## config.mk

```make
export PLATFORM = sky130hd
export DESIGN_NAME = sync_length_sum_frame_receiver_top
export DESIGN_NICKNAME = d
export VERILOG_FILES = /design/src/rtl/core/slsfr_pkg.sv /design/src/rtl/core/slsfr_parser.sv /design/src/rtl/core/sync_length_sum_frame_receiver_top.sv
export SDC_FILE = /design/constraint.sdc
export NUM_CORES = 1
export LEC_CHECK = 0
export BUFFER_PORTS_ARGS = -buffer_cell sky130_fd_sc_hd__buf_2
export CORE_MARGIN = 2
export CORE_UTILIZATION = 58
export DETAILED_ROUTE_END_ITERATION = 10
export PLACE_DENSITY = 0.92
export SLEW_MARGIN = 20
export SYNTH_ARGS = -nofsm -noshare
export SYNTH_HDL_FRONTEND = slang
export SYNTH_SLANG_ARGS = --single-unit
export TNS_END_PERCENT = 50
```

## constraint.sdc

```tcl
create_clock -name i_clk -period 6.4 [get_ports i_clk]
set_input_delay 1.28 -clock i_clk [delete_from_list [all_inputs] [get_ports i_clk]]
set_output_delay 1.28 -clock i_clk [all_outputs]
set_load 0.05 [all_outputs]
```

## src/rtl/core/slsfr_pkg.sv

```systemverilog
package slsfr_pkg;

    // sync pattern
    localparam logic [7:0] SYNC_FIRST  = 8'hFF;
    localparam logic [7:0] SYNC_SECOND = 8'h55;

    // body positions of the captured bytes
    localparam logic [8:0] POS_DATA_LOW  = 9'd2;
    localparam logic [8:0] POS_DATA_HIGH = 9'd3;
    localparam logic [8:0] POS_COMMAND   = 9'd4;
    localparam logic [8:0] POS_SUB_CMD   = 9'd5;

    // length limits
    localparam logic [7:0] MIN_GOOD_LENGTH = 8'd4;
    localparam logic [7:0] MIN_SUB_LENGTH  = 8'd5;

    typedef enum logic [1:0] {
        PH_HUNT   = 2'd0,
        PH_SYNC2  = 2'd1,
        PH_LENGTH = 2'd2,
        PH_BODY   = 2'd3
    } t_phase;

    typedef enum logic [1:0] {
        ST_GOOD      = 2'd0,
        ST_BAD_SUM   = 2'd1,
        ST_TOO_SHORT = 2'd2
    } t_frame_status;

    typedef struct packed {
        t_frame_status status;
        logic [7:0]    length;
        logic [7:0]    command;
        logic [15:0]   data;
        logic [7:0]    sub_command;
        logic [7:0]    computed_sum;
        logic [7:0]    received_sum;
    } t_result;

endpackage

```

## src/rtl/core/slsfr_parser.sv

```systemverilog
module slsfr_parser
    import slsfr_pkg::*;
(
    input  logic       i_clk,
    input  logic       i_rst_n,
    input  logic       i_step,
    input  logic [7:0] i_byte,
    output logic       o_done,
    output t_result    o_result
);

    t_phase     r_phase, n_phase;
    logic [8:0] r_count, n_count;
    logic [7:0] r_length, n_length;
    logic [7:0] r_sum, n_sum;
    logic [7:0] r_low, n_low;
    logic [7:0] r_high, n_high;
    logic [7:0] r_cmd, n_cmd;
    logic [7:0] r_sub, n_sub;

    logic [8:0] pos;
    logic [7:0] last;

    // control state
    always_ff @(posedge i_clk) begin
        if (!i_rst_n) begin
            r_phase <= PH_HUNT;
            r_count <= '0;
        end else if (i_step) begin
            r_phase <= n_phase;
            r_count <= n_count;
        end
    end

    // captured frame bytes, cleared by the length byte before use
    always_ff @(posedge i_clk) begin
        if (i_step) begin
            r_length <= n_length;
            r_sum    <= n_sum;
            r_low    <= n_low;
            r_high   <= n_high;
            r_cmd    <= n_cmd;
            r_sub    <= n_sub;
        end
    end

    // next state and frame end
    always_comb begin
        n_phase  = r_phase;
        n_count  = r_count;
        n_length = r_length;
        n_sum    = r_sum;
        n_low    = r_low;
        n_high   = r_high;
        n_cmd    = r_cmd;
        n_sub    = r_sub;
        o_done   = 1'b0;
        pos      = r_count + 9'd1;
        // zero length acts as one body byte
        last     = (r_length == 8'd0) ? 8'd1 : r_length;

        unique case (r_phase)
            PH_HUNT: begin
                if (i_byte == SYNC_FIRST) begin
                    n_phase = PH_SYNC2;
                end
            end
            PH_SYNC2: begin
                n_phase = (i_byte == SYNC_SECOND) ? PH_LENGTH : PH_HUNT;
                n_count = '0;
            end
            PH_LENGTH: begin
                n_length = i_byte;
                n_sum    = i_byte;
                n_count  = '0;
                n_low    = '0;
                n_high   = '0;
                n_cmd    = '0;
                n_sub    = '0;
                n_phase  = PH_BODY;
            end
            PH_BODY: begin
                n_count = pos;
                if (pos == POS_DATA_LOW) begin
                    n_low = i_byte;
                end else if (pos == POS_DATA_HIGH) begin
                    n_high = i_byte;
                end else if (pos == POS_COMMAND) begin
                    n_cmd = i_byte;
                end else if (pos == POS_SUB_CMD) begin
                    n_sub = i_byte;
                end
                if (pos < {1'b0, last}) begin
                    n_sum = r_sum + i_byte;
                end else begin
                    o_done  = 1'b1;
                    n_phase = PH_HUNT;
                    n_count = '0;
                end
            end
        endcase
    end

    // result of the frame that this byte ends
    always_comb begin
        if (r_sum != i_byte) begin
            o_result.status = ST_BAD_SUM;
        end else if (r_length < MIN_GOOD_LENGTH) begin
            o_result.status = ST_TOO_SHORT;
        end else begin
            o_result.status = ST_GOOD;
        end
        o_result.length       = r_length;
        o_result.command      = n_cmd;
        o_result.data         = {n_high, n_low};
        o_result.sub_command  = (r_length >= MIN_SUB_LENGTH) ? n_sub : 8'd0;
        o_result.computed_sum = r_sum;
        o_result.received_sum = i_byte;
    end

endmodule

```

## src/rtl/core/sync_length_sum_frame_receiver_top.sv

```systemverilog
// sync / length / sum-8 frame receiver
//
// input channel: one received byte per item on i_byte_in, handshake
// i_in_valid / o_in_ready. the block hunts for 0xFF 0x55, takes a length
// byte L and then max(L,1) body bytes, the last of which is the checksum.
// output channel: one result item per finished frame, handshake
// o_out_valid / i_out_ready, with status, length, command, data word,
// sub-command, computed and received checksum.
//
// timing: a byte is taken into an input register at the edge that accepts
// it, decoded by the frame state machine in the following cycle, and the
// result of a frame-ending byte is loaded into the result register at the
// next edge on which that register is free.
// one byte per cycle is sustained while no frame-ending byte waits for the
// result register; the only loop is the state machine update.
//
// stall: a byte that ends no frame moves on even while a result waits;
// a frame-ending byte holds in the input register until the result
// register is free, and o_in_ready stays low meanwhile.
// reset: synchronous active low, returns to sync hunting with both
// registers empty; no clearing pass is needed.
module sync_length_sum_frame_receiver_top
    import slsfr_pkg::*;
(
    input  logic        i_clk,
    input  logic        i_rst_n,
    input  logic        i_in_valid,
    output logic        o_in_ready,
    input  logic [7:0]  i_byte_in,
    output logic        o_out_valid,
    input  logic        i_out_ready,
    output logic [1:0]  o_frame_status,
    output logic [7:0]  o_frame_length,
    output logic [7:0]  o_command_code,
    output logic [15:0] o_data_word,
    output logic [7:0]  o_sub_command,
    output logic [7:0]  o_computed_sum,
    output logic [7:0]  o_received_sum
);

    logic       r_in_valid;
    logic [7:0] r_in_byte;
    logic       r_out_valid;
    t_result    r_out;

    logic       frame_done;
    t_result    frame_result;
    logic       out_free;
    logic       advance;

    // input item moves on unless it needs a busy result register
    assign out_free   = !r_out_valid || i_out_ready;
    assign advance    = r_in_valid && (out_free || !frame_done);
    assign o_in_ready = !r_in_valid || advance;

    // input register
    always_ff @(posedge i_clk) begin
        if (!i_rst_n) begin
            r_in_valid <= 1'b0;
        end else if (o_in_ready) begin
            r_in_valid <= i_in_valid;
        end
    end

    always_ff @(posedge i_clk) begin
        if (o_in_ready && i_in_valid) begin
            r_in_byte <= i_byte_in;
        end
    end

    slsfr_parser u_parser (
        .i_clk    (i_clk),
        .i_rst_n  (i_rst_n),
        .i_step   (advance),
        .i_byte   (r_in_byte),
        .o_done   (frame_done),
        .o_result (frame_result)
    );

    // result register
    always_ff @(posedge i_clk) begin
        if (!i_rst_n) begin
            r_out_valid <= 1'b0;
        end else if (out_free) begin
            r_out_valid <= advance && frame_done;
        end
    end

    always_ff @(posedge i_clk) begin
        if (out_free && advance && frame_done) begin
            r_out <= frame_result;
        end
    end

    assign o_out_valid    = r_out_valid;
    assign o_frame_status = r_out.status;
    assign o_frame_length = r_out.length;
    assign o_command_code = r_out.command;
    assign o_data_word    = r_out.data;
    assign o_sub_command  = r_out.sub_command;
    assign o_computed_sum = r_out.computed_sum;
    assign o_received_sum = r_out.received_sum;

endmodule

```

==> metrics.md, run 1 <==
| Metric | Value |
|---|---|
| Status | `finished, final reports clean` |
| Proportion of layout cells with a drive suffix above 1 | `25.50%` |
| Post-Synthesis Net Count | `444` |
| Final instance area | `6659 sq um` |
| Worst slew pin tran | `0.9607 ns` |
| Total Wirelength | `12350 um` |
| Placer Congestion | `0.9364` |
| CTS clk-pin slew, worst paths | `0.06 ns` |
| Htree depth | `4` |
| Placed instance area | `6073 sq um` |
| Clk_lat worst skew | `0.53 ns` |
| Post-Place Cells | `599` |
| DR iter-0 viols | `440` |
| Synth Area in Adders | `4.593%` |
| Crit Path Class | `register to output port` |
| Worst stage delay on the critical path | `0.53 ns` |
| Clock sinks | `127` |
| # IOs | `72` |
| P&R area growth vs syn | `18.66%` |
| Total negative slack | `0 ns` |
| # setup viols final | `0` |
| Root buf cell | `clkbuf_8` |
| Number of global-route vias before repair | `3714` |
| Worst-case clock buffer depth | `2` |
| Non-Filler Instances | `631` |
| Area fraction in compound gates after synthesis | `13.85%` |
| DP HPWL | `7880 um` |
| Synth Area in XOR/XNOR | `1.405%` |
| Endpoints failing hold | `0` |
| Number of enable flip-flop cells after synthesis | `114` |
| Pre-antenna DRT Iters | `7` |
| Antenna fix cells | `0` |
| Delay-heaviest family, CP | `simple AND/OR/NAND/NOR gates` |
| Total power | `1.943 mW` |
| Pre-CTS WS | `2.146 ns` |
| Ys flop type | `edfxtp_1` |
| Share of the synthesized area in the top cell type | `61.00%` |
| Layout fillers | `582` |
| Worst relative slew slack | `35.27%` |
| Cell Pwr Density | `291.8 nW/um^2` |
| Drt wl/cell | `19.57 um` |
| Critical path, cell by cell | `ha_1, nor2b_1, nor2_1, inv_1, ha_1, nand4_1, a21oi_1, a21oi_1, o21ai_1, nor2b_1, nand3_1, buf_2` |
| CTS Hold Bufs | `0` |
| Combinational family with the most area after synthesis | `compound AO/OA/AOI/OAI gates` |
| Die area | `10480 sq um` |
| Num rows | `35` |
| Achievable clock frequency | `201.6 MHz` |
| Post-synthesis register bit count | `127` |
| CP bufs+invs | `2` |
| Mapped Avg Cell Area | `13.62 sq um` |
| GRT overflow | `0` |
| Critical path arrival | `3.68 ns` |
| Leak | `2.420 nW` |
| Syn. warnings | `0` |
| TritonCTS clock tree | `done` |
| Residual DRC count | `0` |
| CTS buffer count | `17` |
| Clock skew | `0.007562 ns` |
| Max cap viols | `0` |
| Async set-reset flop share out of synthesis | `0%` |
| Postcts setup bufs | `0` |
| Final period util | `77.50%` |
| Post-synth top area cell | `edfxtp_1` |
| DRT antenna net count | `0` |
| Core Area | `9328 sq um` |
| Max VDD drop | `0.1697 mV` |
| Initial antenna violation count | `0` |
| Final net count | `521` |
| Worst setup margin | `1.440 ns` |
| First-pass GRT wire length | `18870 um` |
| Die Y | `102.4 um` |
| Synthesized cell area | `5612 sq um` |
| Area contributors post-synth | `edfxtp_1 (61%), dfxtp_1 (4.6%), ha_1 (4.2%), nand2_1 (3.9%), a22o_1 (3.7%)` |
| Routed via count | `3873` |
| Largest net degree at the start of global routing | `40` |
| Crit start category | `register` |
| PortBufs | `71` |
| Period minus WS final | `4.960 ns` |
| Crit end category | `output port` |
| Max FO, Critical Path | `10` |
| Simple-Gate Fraction of Synth Area | `11.77%` |
| Die span in x | `102.4 um` |
| Fin. max-slew vios | `0` |
| RSZ-0062 raised after global routing | `false` |
| Slowest-stage cell, CP | `dfxtp_1` |
| Synthesized instance count | `412` |
| Worst R2R Setup Slack | `2.17 ns` |
| Number of distinct library cells after synthesis | `55` |
| Sequential area share after synthesis | `65.64%` |
| DR vias/cell | `6.138` |
| Starting utilization of the core area | `60.16%` |
| Multiplexer share of the synthesized area | `0.2007%` |
| Min-delay worst type | `register to register` |
| GRT Total Usage | `24.74%` |
| Post-CTS sizing | `0` |
| Worst path required time | `5.12 ns` |
[logic make-up (layout without fill, tap and decap cells)]
logic type,after synthesis,count (layout)
AND/OR/NAND/NOR,124,124
XOR/XNOR,9,9
multiplexers,1,1
adder cells (fa/ha/maj),20,20
flip-flops,127,127
buffers and inverters,33,123
AO/OA/AOI/OAI,98,98
[path summary, 6_finish.rpt]
check	from	end	cells past startpoint
hold / removal	u_parser.r_count[8]	u_parser.r_count[8]	2
setup reg to reg	u_parser.r_count[0]	o_frame_length[6]	12
hold reg to reg	u_parser.r_count[8]	u_parser.r_count[8]	2
setup / recovery	u_parser.r_count[0]	o_in_ready	12
[final cells by class]
type                            count  area, sq um  share of cell area (%)
Clock inverter                     15        171.4                   2.574
Inverter                           18        67.56                   1.015
Timing Repair Buffer               73        370.4                   5.562
Clock buffer                       17        414.1                   6.219
Sequential cell                   127         3684                   55.32
Multi-Input combinational cell    252         1790                   26.89
Tap cell                          129        161.4                   2.424
[cell usage in the layout, fill, tap and decap left out, drive strengths merged, types with 3 or more instances in the layout]
cell type / n
a21boi: 10
a21oi: 9
a22o: 24
a41oi: 3
buf: 73
clkbuf: 17
clkinv: 4
dfxtp: 13
edfxtp: 114
ha: 19
inv: 25
nand2: 59
nand3: 9
nand4: 7
nor2: 11
nor2b: 5
nor3: 11
nor4: 7
o21a: 4
o21ai: 23
o221ai: 8
o31a: 3
o31ai: 3
o41ai: 3
or2: 4
xnor2: 5
xor2: 4
[cell usage after synthesis (9+ instances only)]
cell type,n
a21boi_0,10
a21oi_1,9
a22o_1,24
clkbuf_1,9
dfxtp_1,13
edfxtp_1,114
ha_1,19
inv_1,17
nand2_1,59
nor2_1,11
o21ai_0,20
[flip-flops by register name, indices dropped and copies added (netlist names), named ones only]
name and count:
o_frame_length 8, o_data_word 16, u_parser.r_high 8, u_parser.r_count 9
o_computed_sum 8, u_parser.r_sub 8, o_sub_command 8, u_parser.r_length 8
r_in_byte 8, o_out_valid 1, o_command_code 8, o_frame_status 2
u_parser.r_phase 1, u_parser.r_cmd 8, o_received_sum 8, u_parser.r_low 8
r_in_valid 1, u_parser.r_sum 8
[stage by stage]
step           hold WS [ns]  util (%)
2_1_floorplan        0.4231         -
3_3_place_gp         0.4392     65.11
5_1_grt              0.4776     71.39
3_5_place_dp         0.4418     65.11
4_1_cts              0.4521     71.39
6_report             0.4494     71.39
[report_power, final]
part / switching (mW) / internal, mW / total (mW) / leakage [nW]
sequential: 0.0235 / 0.915 / 0.939 / 1.15
clock: 0.384 / 0.566 / 0.950 / 0.282
combinational: 0.0310 / 0.0232 / 0.0541 / 0.991
total: 0.439 / 1.50 / 1.94 / 2.42
[worst min-delay path, delay by kind of cell, from the launching register on]
kind | cells | cell delay (ns)
and+or+nand+nor | 2 | 0.09
DFF | 1 | 0.32
[routing by layer]
layer,wire length (um),global-route usage (%),vias to the layer above
li1,-,-,1747
met1,4697,31.50,1835
met2,6099,38.01,245
met3,1154,6.703,46
met4,398,15.18,0
met5,0,0,-
(Power assumes the default switching activity.)
==> inputs of run 2 (changes only) <==
==> constraint.sdc (replaced) <==
create_clock -name i_clk -period 5 [get_ports i_clk]
set_input_delay 1 -clock i_clk [delete_from_list [all_inputs] [get_ports i_clk]]
set_output_delay 1 -clock i_clk [all_outputs]
set_load 0.05 [all_outputs]
==> metrics.md, run 2 (synthesized netlist as in run 1, its figures left out) <==
| Metric | Value |
|---|---|
| Critical path, cell by cell | `ha_1, nor2b_1, nor2_1, inv_1, ha_1, nand4_1, a21oi_1, a21oi_1, o21ai_1, nor2b_1, nand3_1, buf_2` |
| CTS Hold Bufs | `0 (unchanged)` |
| Fin. max-slew vios | `0 (unchanged)` |
| Starting utilization of the core area | `60.16% (unchanged)` |
| DP HPWL | `7957 um (+0.97%)` |
| CTS clk-pin slew, worst paths | `0.07 ns (about the same)` |
| Clk_lat worst skew | `0.52 ns (about the same)` |
| Reg2reg start | `u_parser.r_count[0]` |
| Die span in x | `102.4 um (unchanged)` |
| Drt wl/cell | `19.70 um (+0.66%)` |
| Slowest-stage cell, CP | `dfxtp_1` |
| Placer Congestion | `0.8971 (-4.2%)` |
| Crit start category | `register` |
| Largest net degree at the start of global routing | `31 (-23%)` |
| Post-Place Cells | `601 (+0.33%)` |
| P&R area growth vs syn | `18.73% (about the same)` |
| Num rows | `35 (unchanged)` |
| Proportion of layout cells with a drive suffix above 1 | `25.99% (+0.49 points)` |
| Total negative slack | `0 ns (unchanged)` |
| Delay-heaviest family, CP | `simple AND/OR/NAND/NOR gates` |
| Period minus WS final | `4.683 ns` |
| Crit path from | `u_parser.r_count[0]` |
| DRT antenna net count | `0 (unchanged)` |
| Setup crit end | `o_in_ready` |
| Critical Path Stages | `12 (unchanged)` |
| PortBufs | `71 (unchanged)` |
| Critical path arrival | `3.68 ns (about the same)` |
| Achievable clock frequency | `213.5 MHz` |
| Final period util | `93.66%` |
| TritonCTS clock tree | `done` |
| Max FFs per register | `16 (unchanged)` |
| Worst stage delay on the critical path | `0.53 ns (about the same)` |
| Total Wirelength | `12470 um (+0.98%)` |
| Non-Filler Instances | `633 (+0.32%)` |
| Crit end category | `output port` |
| RSZ-0062 raised after global routing | `false` |
| Residual DRC count | `0 (unchanged)` |
| Max VDD drop | `0.2105 mV (+24%)` |
| Crit Path Class | `register to output port` |
| First-pass GRT wire length | `19610 um (+3.9%)` |
| Worst R2R Setup Slack | `0.82 ns (-1.35 ns)` |
| Die Y | `102.4 um (unchanged)` |
| Worst Reg-to-Reg Cells | `12 (unchanged)` |
| Pre-antenna DRT Iters | `5 (-2)` |
| Routed via count | `3933 (+1.5%)` |
| Leak | `2.427 nW (+0.27%)` |
| Worst path required time | `4.00 ns (-1.12 ns)` |
| DR vias/cell | `6.213 (+1.2%)` |
| Most frequent cells in the layout | `edfxtp_1 (114), buf_2 (71), nand2_1 (59)` |
| Clock sinks | `127 (unchanged)` |
| Antenna fix cells | `0 (unchanged)` |
| Reg-to-Reg End | `o_frame_length[6]` |
| Status | `finished, final reports clean` |
| Min-delay worst type | `register to register` |
| Core Area | `9328 sq um (unchanged)` |
| DR iter-0 viols | `448 (+1.8%)` |
| Worst slew pin tran | `0.9482 ns (-0.01251 ns)` |
| Most common cell after layout, fill and taps aside | `edfxtp_1` |
| Root buf cell | `clkbuf_8` |
| # setup viols final | `0 (unchanged)` |
| Final net count | `523 (+0.38%)` |
| Post-CTS sizing | `0 (unchanged)` |
| Cell Pwr Density | `370.1 nW/um^2 (+27%)` |
| Endpoints failing hold | `0 (unchanged)` |
| Max cap viols | `0 (unchanged)` |
| Postcts setup bufs | `0 (unchanged)` |
| Number of global-route vias before repair | `3750 (+0.97%)` |
| Worst-case clock buffer depth | `2 (unchanged)` |
| GRT Total Usage | `25.50% (+0.76 points)` |
| Initial antenna violation count | `0 (unchanged)` |
| Htree depth | `4 (unchanged)` |
| Worst relative slew slack | `36.70% (+1.4 points)` |
| CP bufs+invs | `2 (unchanged)` |
| GRT overflow | `0 (unchanged)` |
| CTS buffer count | `17 (unchanged)` |
| # IOs | `72 (unchanged)` |
| Clock skew | `0.01327 ns (+0.005704 ns)` |
| Die area | `10480 sq um (unchanged)` |
| Max FO, Critical Path | `10 (unchanged)` |
==> run 2: layout make-up <==
class | instances | area [sq um]
Fill cell | 567 | 2665
Inverter | 18 | 67.56
Clock buffer | 17 | 414.1
Tap cell | 129 | 161.4
Clock inverter | 15 | 160.2
Multi-Input combinational cell | 252 | 1790
Timing Repair Buffer | 75 | 385.4
Sequential cell | 127 | 3684
==> run 2: how the worst min path moves through the flow <==
stage                   startpoint             endpoint  slack (ns)  depth (start not counted)
2_1_floorplan  u_parser.r_count[8]  u_parser.r_count[8]        0.42                          2
3_3_place_gp     u_parser.r_sum[6]    o_computed_sum[6]        0.44                          0
3_5_place_dp     u_parser.r_sum[2]    o_computed_sum[2]        0.45                          0
4_1_cts        u_parser.r_count[8]  u_parser.r_count[8]        0.46                          2
5_1_grt          u_parser.r_sum[2]    o_computed_sum[2]        0.49                          0
6_report         u_parser.r_sum[2]    o_computed_sum[2]        0.46                          0
==> run 2: metal layers <==
layer,global-route usage (%),share of wire (%),vias to the layer above
met5,0,0.12,-
met1,33.06,38,1914
li1,-,-,1747
met2,41.90,51,240
met4,9.231,2.1,2
met3,6.635,8.9,30
==> run 2: worst reg2reg max path: stages (launching register included) <==
cell and delay (ns):
dfxtp_1 0.53, ha_1 0.36, nor2b_1 0.09, nor2_1 0.20
inv_1 0.11, ha_1 0.32, nand4_1 0.10, a21oi_1 0.14
a21oi_1 0.12, o21ai_1 0.38, nor2b_1 0.43, and3_2 0.67
buf_4 0.41
==> run 2: stage by stage <==
step | instance area (sq um) | utilization [%] | hold slack [ns] | setup WS, ns | power [mW]
floorplan | 5612 | - | 0.4231 | 0.7003 | 1.259
finish | 6663 | 71.43 | 0.4614 | 0.3171 | 2.466
global placement | 6088 | 65.27 | 0.4422 | 1.097 | 1.283
global route | 6663 | 71.43 | 0.4856 | 0.01672 | 2.535
detailed placement | 6088 | 65.27 | 0.4496 | 0.9817 | 1.288
CTS | 6663 | 71.43 | 0.4645 | 0.3717 | 2.472
==> run 2: power breakdown <==
group          total (mW)  switching, mW  internal (mW)
sequential           1.20         0.0311           1.17
combinational      0.0681         0.0387         0.0294
clock                1.20          0.511          0.684
